**config.mk**
```make
export PLATFORM = sky130hd
export DESIGN_NAME = wms_ctrl
export DESIGN_NICKNAME = d
export VERILOG_FILES = /design/src/rtl/wms_pkg.sv /design/src/rtl/wms_ctrl.sv
export SDC_FILE = /design/constraint.sdc
export NUM_CORES = 1
export LEC_CHECK = 0
export ABC_AREA = 1
export CAP_MARGIN = 15
export CORE_AREA = 10 10 47 49
export CTS_BUF_LIST = sky130_fd_sc_hd__clkbuf_2 sky130_fd_sc_hd__clkbuf_4 sky130_fd_sc_hd__clkbuf_8
export DETAILED_ROUTE_END_ITERATION = 10
export DIE_AREA = 0 0 57 59
export DONT_BUFFER_PORTS = 1
export SYNTH_ARGS = -nofsm -noshare
export SYNTH_HDL_FRONTEND = slang
export SYNTH_SLANG_ARGS = --single-unit
```
**constraint.sdc**
```tcl
create_clock -name clk -period 2.7 [get_ports clk]
set_input_delay 0 -clock clk [delete_from_list [all_inputs] [get_ports clk]]
set_output_delay 0 -clock clk [all_outputs]
set_load 0.005 [all_outputs]
```
**src/rtl/wms_pkg.sv**
```systemverilog
// shared types and constants for the weighted mode selector
// used by every rtl file of the block except wms_ram; depends on nothing

package wms_pkg;

  // default sizes for the top-level parameters
  localparam int MAX_MODES_DEF  = 64;
  localparam int WIDTH_BITS_DEF = 32;

  // fixed field widths of the ports
  localparam int COUNT_BITS  = 7;
  localparam int SLOT_BITS   = 6;
  localparam int ENTRY_BITS  = 32;
  localparam int DRAW_BITS   = 16;
  localparam int WEIGHT_FRAC = 16;
  localparam int WEIGHT_BITS = 48;

  // apb port sizes
  localparam int ADDR_BITS = 4;
  localparam int DATA_BITS = 32;

  // register index codes (paddr[3:2])
  localparam logic [1:0] REG_MODE_COUNT = 2'd0;

  // request function codes
  localparam logic FUNC_WRITE = 1'b0;
  localparam logic FUNC_PICK  = 1'b1;

  // controller states
  typedef enum logic [2:0] {
    ST_IDLE,
    ST_WR_RD,
    ST_WR_UPD,
    ST_SUM_SCAN,
    ST_PICK_SCAN,
    ST_DIV
  } state_t;

  // commands from controller to datapath
  typedef struct packed {
    logic load;
    logic wr_read;
    logic wr_update;
    logic scan_start;
    logic scan_step;
    logic pick_check;
    logic sum_load;
    logic div_start;
    logic div_step;
    logic emit;
  } ctl_cmd_t;

  // status from datapath to controller
  typedef struct packed {
    logic scan_done;
    logic hit;
    logic div_done;
  } ctl_status_t;

endpackage

```
**src/rtl/wms_ctrl.sv**
```systemverilog
// controller state machine: sequences writes, sum rebuilds, scans and division
// depends on wms_pkg

module wms_ctrl (
  input  logic                 clk,
  input  logic                 rst,
  input  logic                 start,
  input  logic                 func,
  input  logic                 cfg_write,
  input  wms_pkg::ctl_status_t status,
  output wms_pkg::ctl_cmd_t    cmd,
  output logic                 busy
);

  wms_pkg::state_t state, state_next;

  // state register
  always_ff @(posedge clk) begin
    if (rst) begin
      state <= wms_pkg::ST_IDLE;
    end else begin
      state <= state_next;
    end
  end

  // next state and commands
  always_comb begin
    cmd        = '0;
    state_next = state;
    case (state)
      wms_pkg::ST_IDLE: begin
        if (cfg_write) begin
          cmd.scan_start = 1'b1;
          state_next     = wms_pkg::ST_SUM_SCAN;
        end else if (start) begin
          cmd.load = 1'b1;
          if (func == wms_pkg::FUNC_PICK) begin
            cmd.scan_start = 1'b1;
            state_next     = wms_pkg::ST_PICK_SCAN;
          end else begin
            state_next = wms_pkg::ST_WR_RD;
          end
        end
      end
      wms_pkg::ST_WR_RD: begin
        cmd.wr_read = 1'b1;
        state_next  = wms_pkg::ST_WR_UPD;
      end
      wms_pkg::ST_WR_UPD: begin
        cmd.wr_update = 1'b1;
        state_next    = wms_pkg::ST_IDLE;
      end
      wms_pkg::ST_SUM_SCAN: begin
        cmd.scan_step = 1'b1;
        if (status.scan_done) begin
          cmd.sum_load = 1'b1;
          state_next   = wms_pkg::ST_IDLE;
        end
      end
      wms_pkg::ST_PICK_SCAN: begin
        cmd.scan_step  = 1'b1;
        cmd.pick_check = 1'b1;
        if (status.scan_done) begin
          if (status.hit) begin
            cmd.div_start = 1'b1;
            state_next    = wms_pkg::ST_DIV;
          end else begin
            cmd.emit   = 1'b1;
            state_next = wms_pkg::ST_IDLE;
          end
        end
      end
      wms_pkg::ST_DIV: begin
        cmd.div_step = 1'b1;
        if (status.div_done) begin
          cmd.emit   = 1'b1;
          state_next = wms_pkg::ST_IDLE;
        end
      end
      default: begin
        state_next = wms_pkg::ST_IDLE;
      end
    endcase
  end

  assign busy = (state != wms_pkg::ST_IDLE) || cfg_write;

  // checks
  a_accept_leaves_idle: assert property (@(posedge clk) disable iff (rst)
    start && !busy |=> (state == wms_pkg::ST_WR_RD) || (state == wms_pkg::ST_PICK_SCAN))
    else $error("accepted request did not start work");

  a_write_order: assert property (@(posedge clk) disable iff (rst)
    state == wms_pkg::ST_WR_UPD |-> $past(state) == wms_pkg::ST_WR_RD)
    else $error("table update without prior read");

endmodule

```
======== Yosys cells after proc, flatten, opt, wreduce, memory -nomap -nowiden ========
Cells that the tools add are included.
storage, ports and cells
  register bits after elaboration ......... 3
  bits of input ports ..................... 8
  output and inout bits ................... 11
  logic and storage cells ................. 44
cells by class
  equal/unequal tests ..................... 9
  multiplexer cells ....................... 29
  reductions and logical operators ........ 5
operators with widths
  kind                  number
  $mux W3               7
  $mux W1               20
  $pmux W3 S5           1
  $eq A3 B2 Y1 const B  2
  $eq A3 B3 Y1 const B  2
  $ne A2 B2 Y1 const B  3
  $reduce_and A4 Y1     1
  $eq A3 B1 Y1 const B  1
  $logic_not A3 Y1      1
  $ne A3 B3 Y1 const B  1
  $reduce_bool A3 Y1    1
  $pmux W1 S2           1
  $reduce_or A2 Y1      1
  $logic_or A1 B1 Y1    1

======== Depth between registers and ports, before layout ========
Gate-level depths: netlist of the first run.
  depth after elaboration ................. 4
  mapped depth ............................ 9
  mapped depth without buffers ............ 8

======== Least setup slack after synthesis of the first run ========
No wires, ideal clock.
  path kind ............................... register -> register
  from .................................... reg state[0]
  to ...................................... reg state[0]
  library setup time ...................... 114 ps
  arrival time ............................ 925 ps
  required time ........................... 2586 ps
  path slack .............................. 1661 ps
  stages on the path, launching flop included .. 8
  cell sequence ........................... dfxtp_1 > nand2_2 > nor2_2 > nand2_1 > nand2_1 > nor2_2 > nor2_1 > nor2_2
between the ends
  longest elaborated chain between the ends .. 3
  elaborated cells between the ends (all ways) .. 11
  those cells by class .................... eq/ne (8); mux (1); reduce/logical (2)
ends and longest elaborated chain
  item                                                           line            text
  from (decl)                                                    wms_ctrl.sv:15  wms_pkg::state_t state, state_next;
  from (signal assigned)                                         wms_ctrl.sv:20  state <= wms_pkg::ST_IDLE;
  from (signal assigned)                                         wms_ctrl.sv:22  state <= state_next;
  $eq A3 B2 Y1 (tied with other cells)                           wms_ctrl.sv:30  case (state)
  $ne A2 B2 Y1 (no source line) or $ne A3 B3 Y1 (tied branches)  n/a
  $reduce_and A4 Y1 (no source line)                             n/a
Several ways; a longest one is shown, not always the timed one.
A chain may end at the register's enable or synchronous reset.

======== Worst setup path after layout of the first run ========
  from .................................... reg state[2]
  to ...................................... reg state[1]
The elaborated chain is that of the path after synthesis.

==> results of run 1 <==
metal layers:
layer / GRT usage, % / vias up
li1: - / 181
met1: 6.310 / 137
met2: 7.287 / 18
met3: 3.648 / 2
met4: 6.040 / 0
met5: 0 / -
worst reg2reg max path: stages (launching register included):
cell	delay [ns]
dfxtp_1	0.40
nor2_2	0.21
o21ai_0	0.12
a21oi_1	0.14
dlygate4sd3_1	0.54
where the power goes:
group	switching, mW	total [mW]	leakage, nW	internal, mW
clock network	0.0254	0.0909	0.0184	0.0655
registers	0.0348	0.0956	0.0249	0.0608
logic	0.106	0.164	0.158	0.0580
logic make-up after synthesis:
group	after synthesis
simple gates	38
flops	3
buf+inv	11
compound gates	5
layout make-up:
type	count	area [sq um]
flip-flops and latches	3	60.06
inverters	10	37.54
clock buffers	4	30.03
repair buffers	2	20.02
fillers	177	1040
well taps	16	20.02
multi-input cells	43	193.9
per-stage QoR:
step	total power [mW]	instances	setup WS, ns
5_1_grt	0.3993	78	1.059
6_report	0.3504	78	1.237
3_5_place_dp	0.2572	72	1.477
3_3_place_gp	0.2532	72	1.490
4_1_cts	0.3580	78	1.223
2_1_floorplan	0.2340	57	1.661
synthesized netlist by cell type, drive strengths merged:
cell type / instances
a21oi: 2
buf: 1
dfxtp: 3
inv: 10
nand2: 18
nand3: 4
nor2: 15
nor3: 1
o21ai: 2
o31ai: 1
timing repair:
action / CTS / global route
hold endpoints to repair: 3 / 0
setup buffers: 0 / 0
resized for setup: 0 / 0
hold buffers: 2 / 0
setup endpoints to repair: 0 / 0
worst min-delay path by stage:
stage / startpoint / endpoint / slack [ns] / cells past startpoint
after global routing: status[1] / cmd[0] / 0.09 / 1
after floorplan: status[1] / cmd[0] / 0.06 / 1
after CTS: status[1] / cmd[0] / 0.08 / 1
final: status[1] / cmd[0] / 0.07 / 1
after detailed placement: rst / state[1] / 0.07 / 1
after global placement: rst / state[1] / 0.07 / 1
==> flow_metrics.env, run 1 <==
export IMPL_finalSetupViolCount=0
export IMPL_ioPinCount=19
export IMPL_drt_met1_wl_um=394
export IMPL_yosysTopAreaCell="nand2_1"
export IMPL_utilization_pct=25.80
export IMPL_tightest_slew_ns=0.3280
export IMPL_rsz0062_at_grt="no"
export IMPL_r2r_start="state[2]"
export IMPL_synth_top_family_by_area="simple AND/OR/NAND/NOR gates"
export IMPL_startpoint="state[2]"
export IMPL_dieArea_sq_um=3363
export IMPL_r2r_slack_ns=1.24
export IMPL_antenna_left=0
export IMPL_min_period_ns=1.463
export IMPL_syn_inst=57
export IMPL_layout_nets=71
export IMPL_endpoint="state[1]"
export IMPL_holdWs_ns=0.07462
export IMPL_synthTopCellsByArea="nand2_1 21%, dfxtp_1 20%, nor2_2 12%"
export IMPL_synthSimpleGateAreaFrac_pct=54.96
export IMPL_top_regs="state (3)"
export IMPL_pwr_density_cell_nw_per_um2=969.2
export IMPL_ys_seq_area_share_pct=19.83
export IMPL_path_clk_slew_ns=0.04
export IMPL_hpwl_um=751.4
export IMPL_muxShareOfSynthArea_pct=0
export IMPL_end_kind="register"
export IMPL_stdcell_area_sq_um=361.6
export IMPL_antenna_cells=0
export IMPL_synthesis_area_sq_um=302.8
export IMPL_synth_compound_area_share_pct=9.091
export IMPL_cp_top_family="buffers and inverters"
export IMPL_die_y_um=59
export IMPL_numCtsBuffers=3
export IMPL_timing_max_cap_violations=0
export IMPL_placed_area_sq_um=311.5
export IMPL_worstSkewPairLatency_ns=0.24
export IMPL_finClkSkew_ns=0.005356
export IMPL_wire_per_inst_um=11.36
export IMPL_clock_sinks=3
export IMPL_ys_ff_latch=3
export IMPL_max_stage_delay_ns=0.54
export IMPL_cts_root_buf="clkbuf_4"
export IMPL_yosys_warnings=0
export IMPL_reg2reg_depth=4
export IMPL_gr_total_overflow=0
export IMPL_antenna_found_initial=0
export IMPL_grt_max_degree=10
export IMPL_worstPathRequired_ns=2.88
export IMPL_grt_pass1_vias=355
export IMPL_cts_tree="yes"
export IMPL_globalplace_congestion=0.7359
export IMPL_leakagePower_nw=0.2012
export IMPL_crit_buf_inv=1
export IMPL_syn_area_per_cell_sq_um=5.312
export IMPL_fp_dieW_um=57
export IMPL_route_met2_wl_um=341
export IMPL_drc=0
export IMPL_worstSetupPathType="reg -> reg"
export IMPL_rows=14
export IMPL_cp_max_fo=9
export IMPL_crit_arrival_ns=1.64
export IMPL_grt_first_pass_wirelength_um=1511
export IMPL_cts_buffer_depth=2
export IMPL_synthAdderAreaFrac_pct=0
export IMPL_drtPass1Iterations=2
export IMPL_crit_slowest_cell="dlygate4sd3_1"
export IMPL_top_layer="met4"
export IMPL_hold_path_class="in -> out"
export IMPL_ys_types=14
export IMPL_finalHoldViolCount=0
export IMPL_max_freq_mhz=683.8
export IMPL_routed_wl_um=886
export IMPL_num_vias=338
export IMPL_outcome="complete, no violations"
export IMPL_area_growth_pct=19.42
export IMPL_slew_headroom_pct=78.10
export IMPL_layout_common_cells="17 x nand2_1, 9 x nor2_1, 6 x nor2_2, 6 x inv_1"
export IMPL_final_common_cell="nand2_1"
export IMPL_synth_xor_area_share_pct=0
export IMPL_io_buffers=0
export IMPL_cp_cell_sequence="nor2_2 > o21ai_0 > a21oi_1 > dlygate4sd3_1"
export IMPL_r2r_end="state[1]"
export IMPL_largest_register_ffs=3
export IMPL_avgViaCountPerCell=4.333
export IMPL_start_kind="register"
export IMPL_fin_crit_sh_pct=54.17
export IMPL_maxSlewViolCount=0
export IMPL_drive_gt1_share_pct=24.19
export IMPL_irDropWorstVdd_mv=0.2565
export IMPL_largest_register="state"
export IMPL_htreeDepth=1
export IMPL_syn_num_nets=65
export IMPL_initial_core_util_pct=21.61
export IMPL_fin_setup_tns_ns=0
export IMPL_crit_cells=4
export IMPL_met3_length_um=123
export IMPL_synth_top_cell_area_share_pct=21.07
export IMPL_core_area_sq_um=1401
export IMPL_grt_use_total_pct=5.839
export IMPL_drt_iter0_markers=1
No activity file was read; power rests on OpenSTA's default activity.
==> run 2, diff against run 1 <==
Clock period 2.7 ns to 1.4 ns, I/O delays scaled along.
==> flow_metrics.env, run 2 (synthesis results as in run 1) <==
export IMPL_dieArea_sq_um=3363
export IMPL_final_common_cell="nand2_1"
export IMPL_num_vias=340
export IMPL_antenna_found_initial=0
export IMPL_hpwl_um=701.4
export IMPL_tightest_slew_ns=0.3462
export IMPL_grt_use_total_pct=4.719
export IMPL_maxSlewViolCount=0
export IMPL_clock_sinks=3
export IMPL_end_kind="register"
export IMPL_drtPass1Iterations=4
export IMPL_r2r_slack_ns=0.16
export IMPL_globalplace_congestion=0.7231
export IMPL_ioPinCount=19
export IMPL_htreeDepth=1
export IMPL_pwr_density_cell_nw_per_um2=1850
export IMPL_grt_pass1_vias=285
export IMPL_leakagePower_nw=0.1996
export IMPL_rows=14
export IMPL_gr_total_overflow=0
export IMPL_antenna_left=0
export IMPL_slew_headroom_pct=76.89
export IMPL_area_growth_pct=19.42
export IMPL_fp_dieW_um=57
export IMPL_cts_resized=0
export IMPL_path_clk_slew_ns=0.04
export IMPL_dp_slack_ns=0.1539
export IMPL_post_cts_buffers=0
export IMPL_timing_max_cap_violations=0
export IMPL_drt_iter0_markers=6
export IMPL_numCtsBuffers=3
export IMPL_core_area_sq_um=1401
export IMPL_n_fill_cell=171
export IMPL_irDropWorstVdd_mv=0.4314
export IMPL_rsz0062_at_grt="no"
export IMPL_cts_tree="yes"
export IMPL_worstPathRequired_ns=1.53
export IMPL_routed_wl_um=885
export IMPL_avgViaCountPerCell=4.359
export IMPL_drc=0
export IMPL_layout_common_cells="17 x nand2_1, 9 x nor2_1, 6 x nor2_2, 6 x inv_1"
export IMPL_die_y_um=59
export IMPL_cp_max_fo=9
export IMPL_outcome="complete, no violations"
export IMPL_min_period_ns=1.244
export IMPL_io_buffers=0
export IMPL_start_kind="register"
export IMPL_worst_slack_ns=0.1562
export IMPL_largest_register="state"
export IMPL_finClkSkew_ns=0.001580
export IMPL_finalHoldViolCount=0
export IMPL_initial_core_util_pct=21.61
export IMPL_fin_crit_sh_pct=88.84
export IMPL_layout_nets=71
export IMPL_top_regs="state (3)"
export IMPL_grt_first_pass_wirelength_um=1290
export IMPL_antenna_cells=0
export IMPL_worstSkewPairLatency_ns=0.23
export IMPL_power_uw=668.8
export IMPL_drive_gt1_share_pct=24.19
export IMPL_grt_max_degree=10
export IMPL_max_freq_mhz=804.0
export IMPL_wire_per_inst_um=11.35
export IMPL_fin_setup_tns_ns=0
export IMPL_worstSetupPathType="reg -> reg"
export IMPL_hold_path_class="in -> reg"
export IMPL_crit_arrival_ns=1.37
export IMPL_ctsHoldBuffers=2
export IMPL_largest_register_ffs=3
export IMPL_cts_buffer_depth=2
export IMPL_cts_root_buf="clkbuf_4"
export IMPL_finalSetupViolCount=0
==> run 2: path summary, 6_finish.rpt <==
| check | startpoint | endpoint | cells after the start |
|---|---|---|---|
| max | state[2] | state[2] | 7 |
| min | cfg_write | state[1] | 2 |
| max reg2reg | state[2] | state[2] | 7 |
| min reg2reg | state[0] | state[0] | 2 |
==> run 2: per-layer routing <==
layer	vias up	global-route usage, %	wire (um)	part of all wire [%]
met3	2	2.575	147	17
met4	0	4.027	17	1.9
met5	-	0	0	0
li1	186	-	-	-
met2	17	6.202	328	37
met1	135	5.370	392	44
==> run 2: critical path, cell delays in order, from the launching register on <==
cell,delay [ns]
dfxtp_1,0.52
nand2_2,0.08
nor2_2,0.16
nand2_1,0.09
nand2_1,0.09
nor2_2,0.05
nor2_1,0.11
nor2_2,0.05
==> run 2: metrics by stage <==
| stage | hold slack, ns | std cells | cell area (sq um) | util [%] |
|---|---|---|---|---|
| 2_1_floorplan | 0.06472 | 57 | 302.8 | - |
| 3_3_place_gp | 0.07023 | 72 | 311.5 | 22.23 |
| 3_5_place_dp | 0.07546 | 72 | 311.5 | 22.23 |
| 5_1_grt | 0.07662 | 78 | 361.6 | 25.80 |
| 6_report | 0.01025 | 78 | 361.6 | 25.80 |
| 4_1_cts | 0.01857 | 78 | 361.6 | 25.80 |
==> run 2: cell type report <==
cell class	count	area [sq um]	share of cell area, %
inverter	10	37.54	10.38
timing repair buffer	2	20.02	5.536
tap	16	20.02	5.536
sequential	3	60.06	16.61
clock buffer	4	30.03	8.304
multi-input combinational	43	193.9	53.63
==> run 2: power by group <==
group	switching (mW)	internal [mW]
Sequential	0.0701	0.117
Combinational	0.204	0.104
Clock	0.0468	0.126
Total	0.321	0.348
==> run 3, diff against run 2 <==
Settings changed: ABC_AREA 1 to 0.
==> flow_metrics.env, run 3 <==
export IMPL_wire_per_inst_um=15.12
export IMPL_crit_arrival_ns=1.34
export IMPL_yosys_warnings=0
export IMPL_syn_inst=40
export IMPL_cts_root_buf="clkbuf_4"
export IMPL_grt_pass1_vias=285
export IMPL_io_buffers=0
export IMPL_finClkSkew_ns=0.0005416
export IMPL_fp_dieW_um=57
export IMPL_largest_register="state"
export IMPL_htreeDepth=1
export IMPL_num_vias=304
export IMPL_path_clk_slew_ns=0.04
export IMPL_clock_sinks=3
export IMPL_hpwl_um=698.5
export IMPL_placed_area_sq_um=325.3
export IMPL_slew_headroom_pct=75.36
export IMPL_core_area_sq_um=1401
export IMPL_worstSkewPairLatency_ns=0.23
export IMPL_start_kind="register"
export IMPL_finalSetupViolCount=0
export IMPL_initial_core_util_pct=22.23
export IMPL_min_period_ns=1.335
export IMPL_ioPinCount=19
export IMPL_drc=0
export IMPL_grt_use_total_pct=5.366
export IMPL_rows=14
export IMPL_layout_area_seq_sq_um=65.06
export IMPL_grt_first_pass_wirelength_um=1421
export IMPL_dieArea_sq_um=3363
export IMPL_syn_num_nets=48
export IMPL_stdcell_area_sq_um=375.4
export IMPL_antenna_found_initial=0
export IMPL_outcome="complete, no violations"
export IMPL_drtPass1Iterations=4
export IMPL_end_kind="output port"
export IMPL_ys_types=27
export IMPL_globalplace_congestion=0.6202
export IMPL_numCtsBuffers=3
export IMPL_async_flop_share_pct=0
export IMPL_cp_max_fo=10
export IMPL_fin_setup_tns_ns=0
export IMPL_avgViaCountPerCell=5.067
export IMPL_yosysTopAreaCell="dfxtp_1"
export IMPL_timing_max_cap_violations=0
export IMPL_synth_top_cell_area_share_pct=19.28
export IMPL_layout_common_cells="4 x clkbuf_4, 3 x nor2_1, 3 x nor3_1"
export IMPL_routed_wl_um=907
export IMPL_worstPathRequired_ns=1.40
export IMPL_ys_ff_latch=3
export IMPL_leakagePower_nw=0.1692
export IMPL_ys_seq_area_share_pct=19.28
export IMPL_finalHoldViolCount=0
export IMPL_maxSlewViolCount=0
export IMPL_max_freq_mhz=749.0
export IMPL_netlist_top_cells_count="3 x dfxtp_1, 3 x nor2_1, 3 x nor3_1"
export IMPL_ys_flop_type="dfxtp_1"
export IMPL_drive_gt1_share_pct=29.55
export IMPL_die_y_um=59
export IMPL_tightest_slew_ns=0.3662
export IMPL_largest_register_ffs=3
export IMPL_cts_buffer_depth=2
export IMPL_area_growth_pct=20.48
export IMPL_final_common_cell="clkbuf_4"
export IMPL_synthTopCellsByArea="dfxtp_1 19%, a32o_1 6.4%, nor3_1 4.8%"
export IMPL_rsz0062_at_grt="no"
export IMPL_multi_input_area_sq_um=224.0
export IMPL_antenna_cells=0
export IMPL_gr_total_overflow=0
export IMPL_drt_iter0_markers=2
export IMPL_antenna_left=0
export IMPL_fin_crit_sh_pct=95.37
export IMPL_cts_tree="yes"
export IMPL_irDropWorstVdd_mv=0.3644
export IMPL_worstSetupPathType="reg -> out"
export IMPL_n_fill_cell=161
export IMPL_grt_max_degree=14
export IMPL_synth_edf_count=0
export IMPL_post_cts_buffers=0
export IMPL_syn_area_per_cell_sq_um=7.789
export IMPL_layout_nets=53
export IMPL_synthesis_area_sq_um=311.5
export IMPL_hold_path_class="in -> reg"
export IMPL_pwr_density_cell_nw_per_um2=1053
export IMPL_top_regs="state (3)"
## run 3: changes by cell type in the layout (fill, tap and decap cells not counted), moves of 2 or more
cell / before / now
a21o_1: 0 / 2
a32o_1: 0 / 2
and3_1: 0 / 2
buf_4: 0 / 2
dfxtp_1: 3 / 1
inv_1: 6 / 2
inv_2: 4 / 1
nand2_1: 17 / 2
nand3_1: 4 / 0
nor2_1: 9 / 3
nor2_2: 6 / 0
nor3_1: 1 / 3
nor3b_1: 0 / 2
## run 3: kinds of logic after synthesis
family	share of synthesized area, %
DFF	19.28
muxes	3.213
buffers and inverters	10.44
and+or+nand+nor	42.98
AOI/OAI and AO/OA	24.09
## run 3: per-layer routing
layer	vias up	track usage, %	wire length, um
met5	-	0	0
met4	0	4.027	0
met3	0	2.361	93
met2	11	7.597	438
met1	139	6.198	375
li1	154	-	-
## run 3: worst paths after layout
kind              from        to  slack, ns  depth (start not counted)
max           state[1]    cmd[9]       0.06                          2
min          status[2]  state[1]       0.04                          3
max reg2reg   state[2]  state[2]       0.26                          3
min reg2reg   state[2]  state[1]       0.51                          1
## run 3: critical path, stage by stage (launching register included)
cell and delay (ns):
dfxtp_1 0.40, or4_4 0.60, nor2_4 0.10
## run 3: power by group
group	total [mW]	leakage (nW)	internal, mW	switching [mW]
logic	0.0996	0.125	0.0554	0.0443
clock network	0.168	0.0184	0.126	0.0422
registers	0.128	0.0258	0.0969	0.0307
## run 3: repair_timing
action,in CTS,in global routing
pin swaps,1,0
endpoints found under the hold margin,3,0
hold buffers,1,0
endpoints found under the setup margin,1,2
gates resized for setup,3,1
## run 3: cell type report
class,count,area share [%]
Clock buffer,4,8.000
Inverter,3,3.000
Multi-Input combinational cell,31,59.67
Sequential cell,3,17.33
Tap cell,16,5.333
Timing Repair Buffer,3,6.667
## run 3: metrics by stage
step                utilization, %  power (mW)  hold WS [ns]  std cells  worst slack [ns]
detailed placement           23.21      0.2229       0.07443         55            0.1015
CTS                          26.70      0.4115       0.03369         60           0.03765
global placement             23.21      0.2220       0.07526         55            0.1532
global route                 26.79      0.4229       0.04013         60           0.01191
finish                       26.79      0.3954       0.03578         60           0.06485
floorplan                        -      0.2082       0.06039         40            0.3228
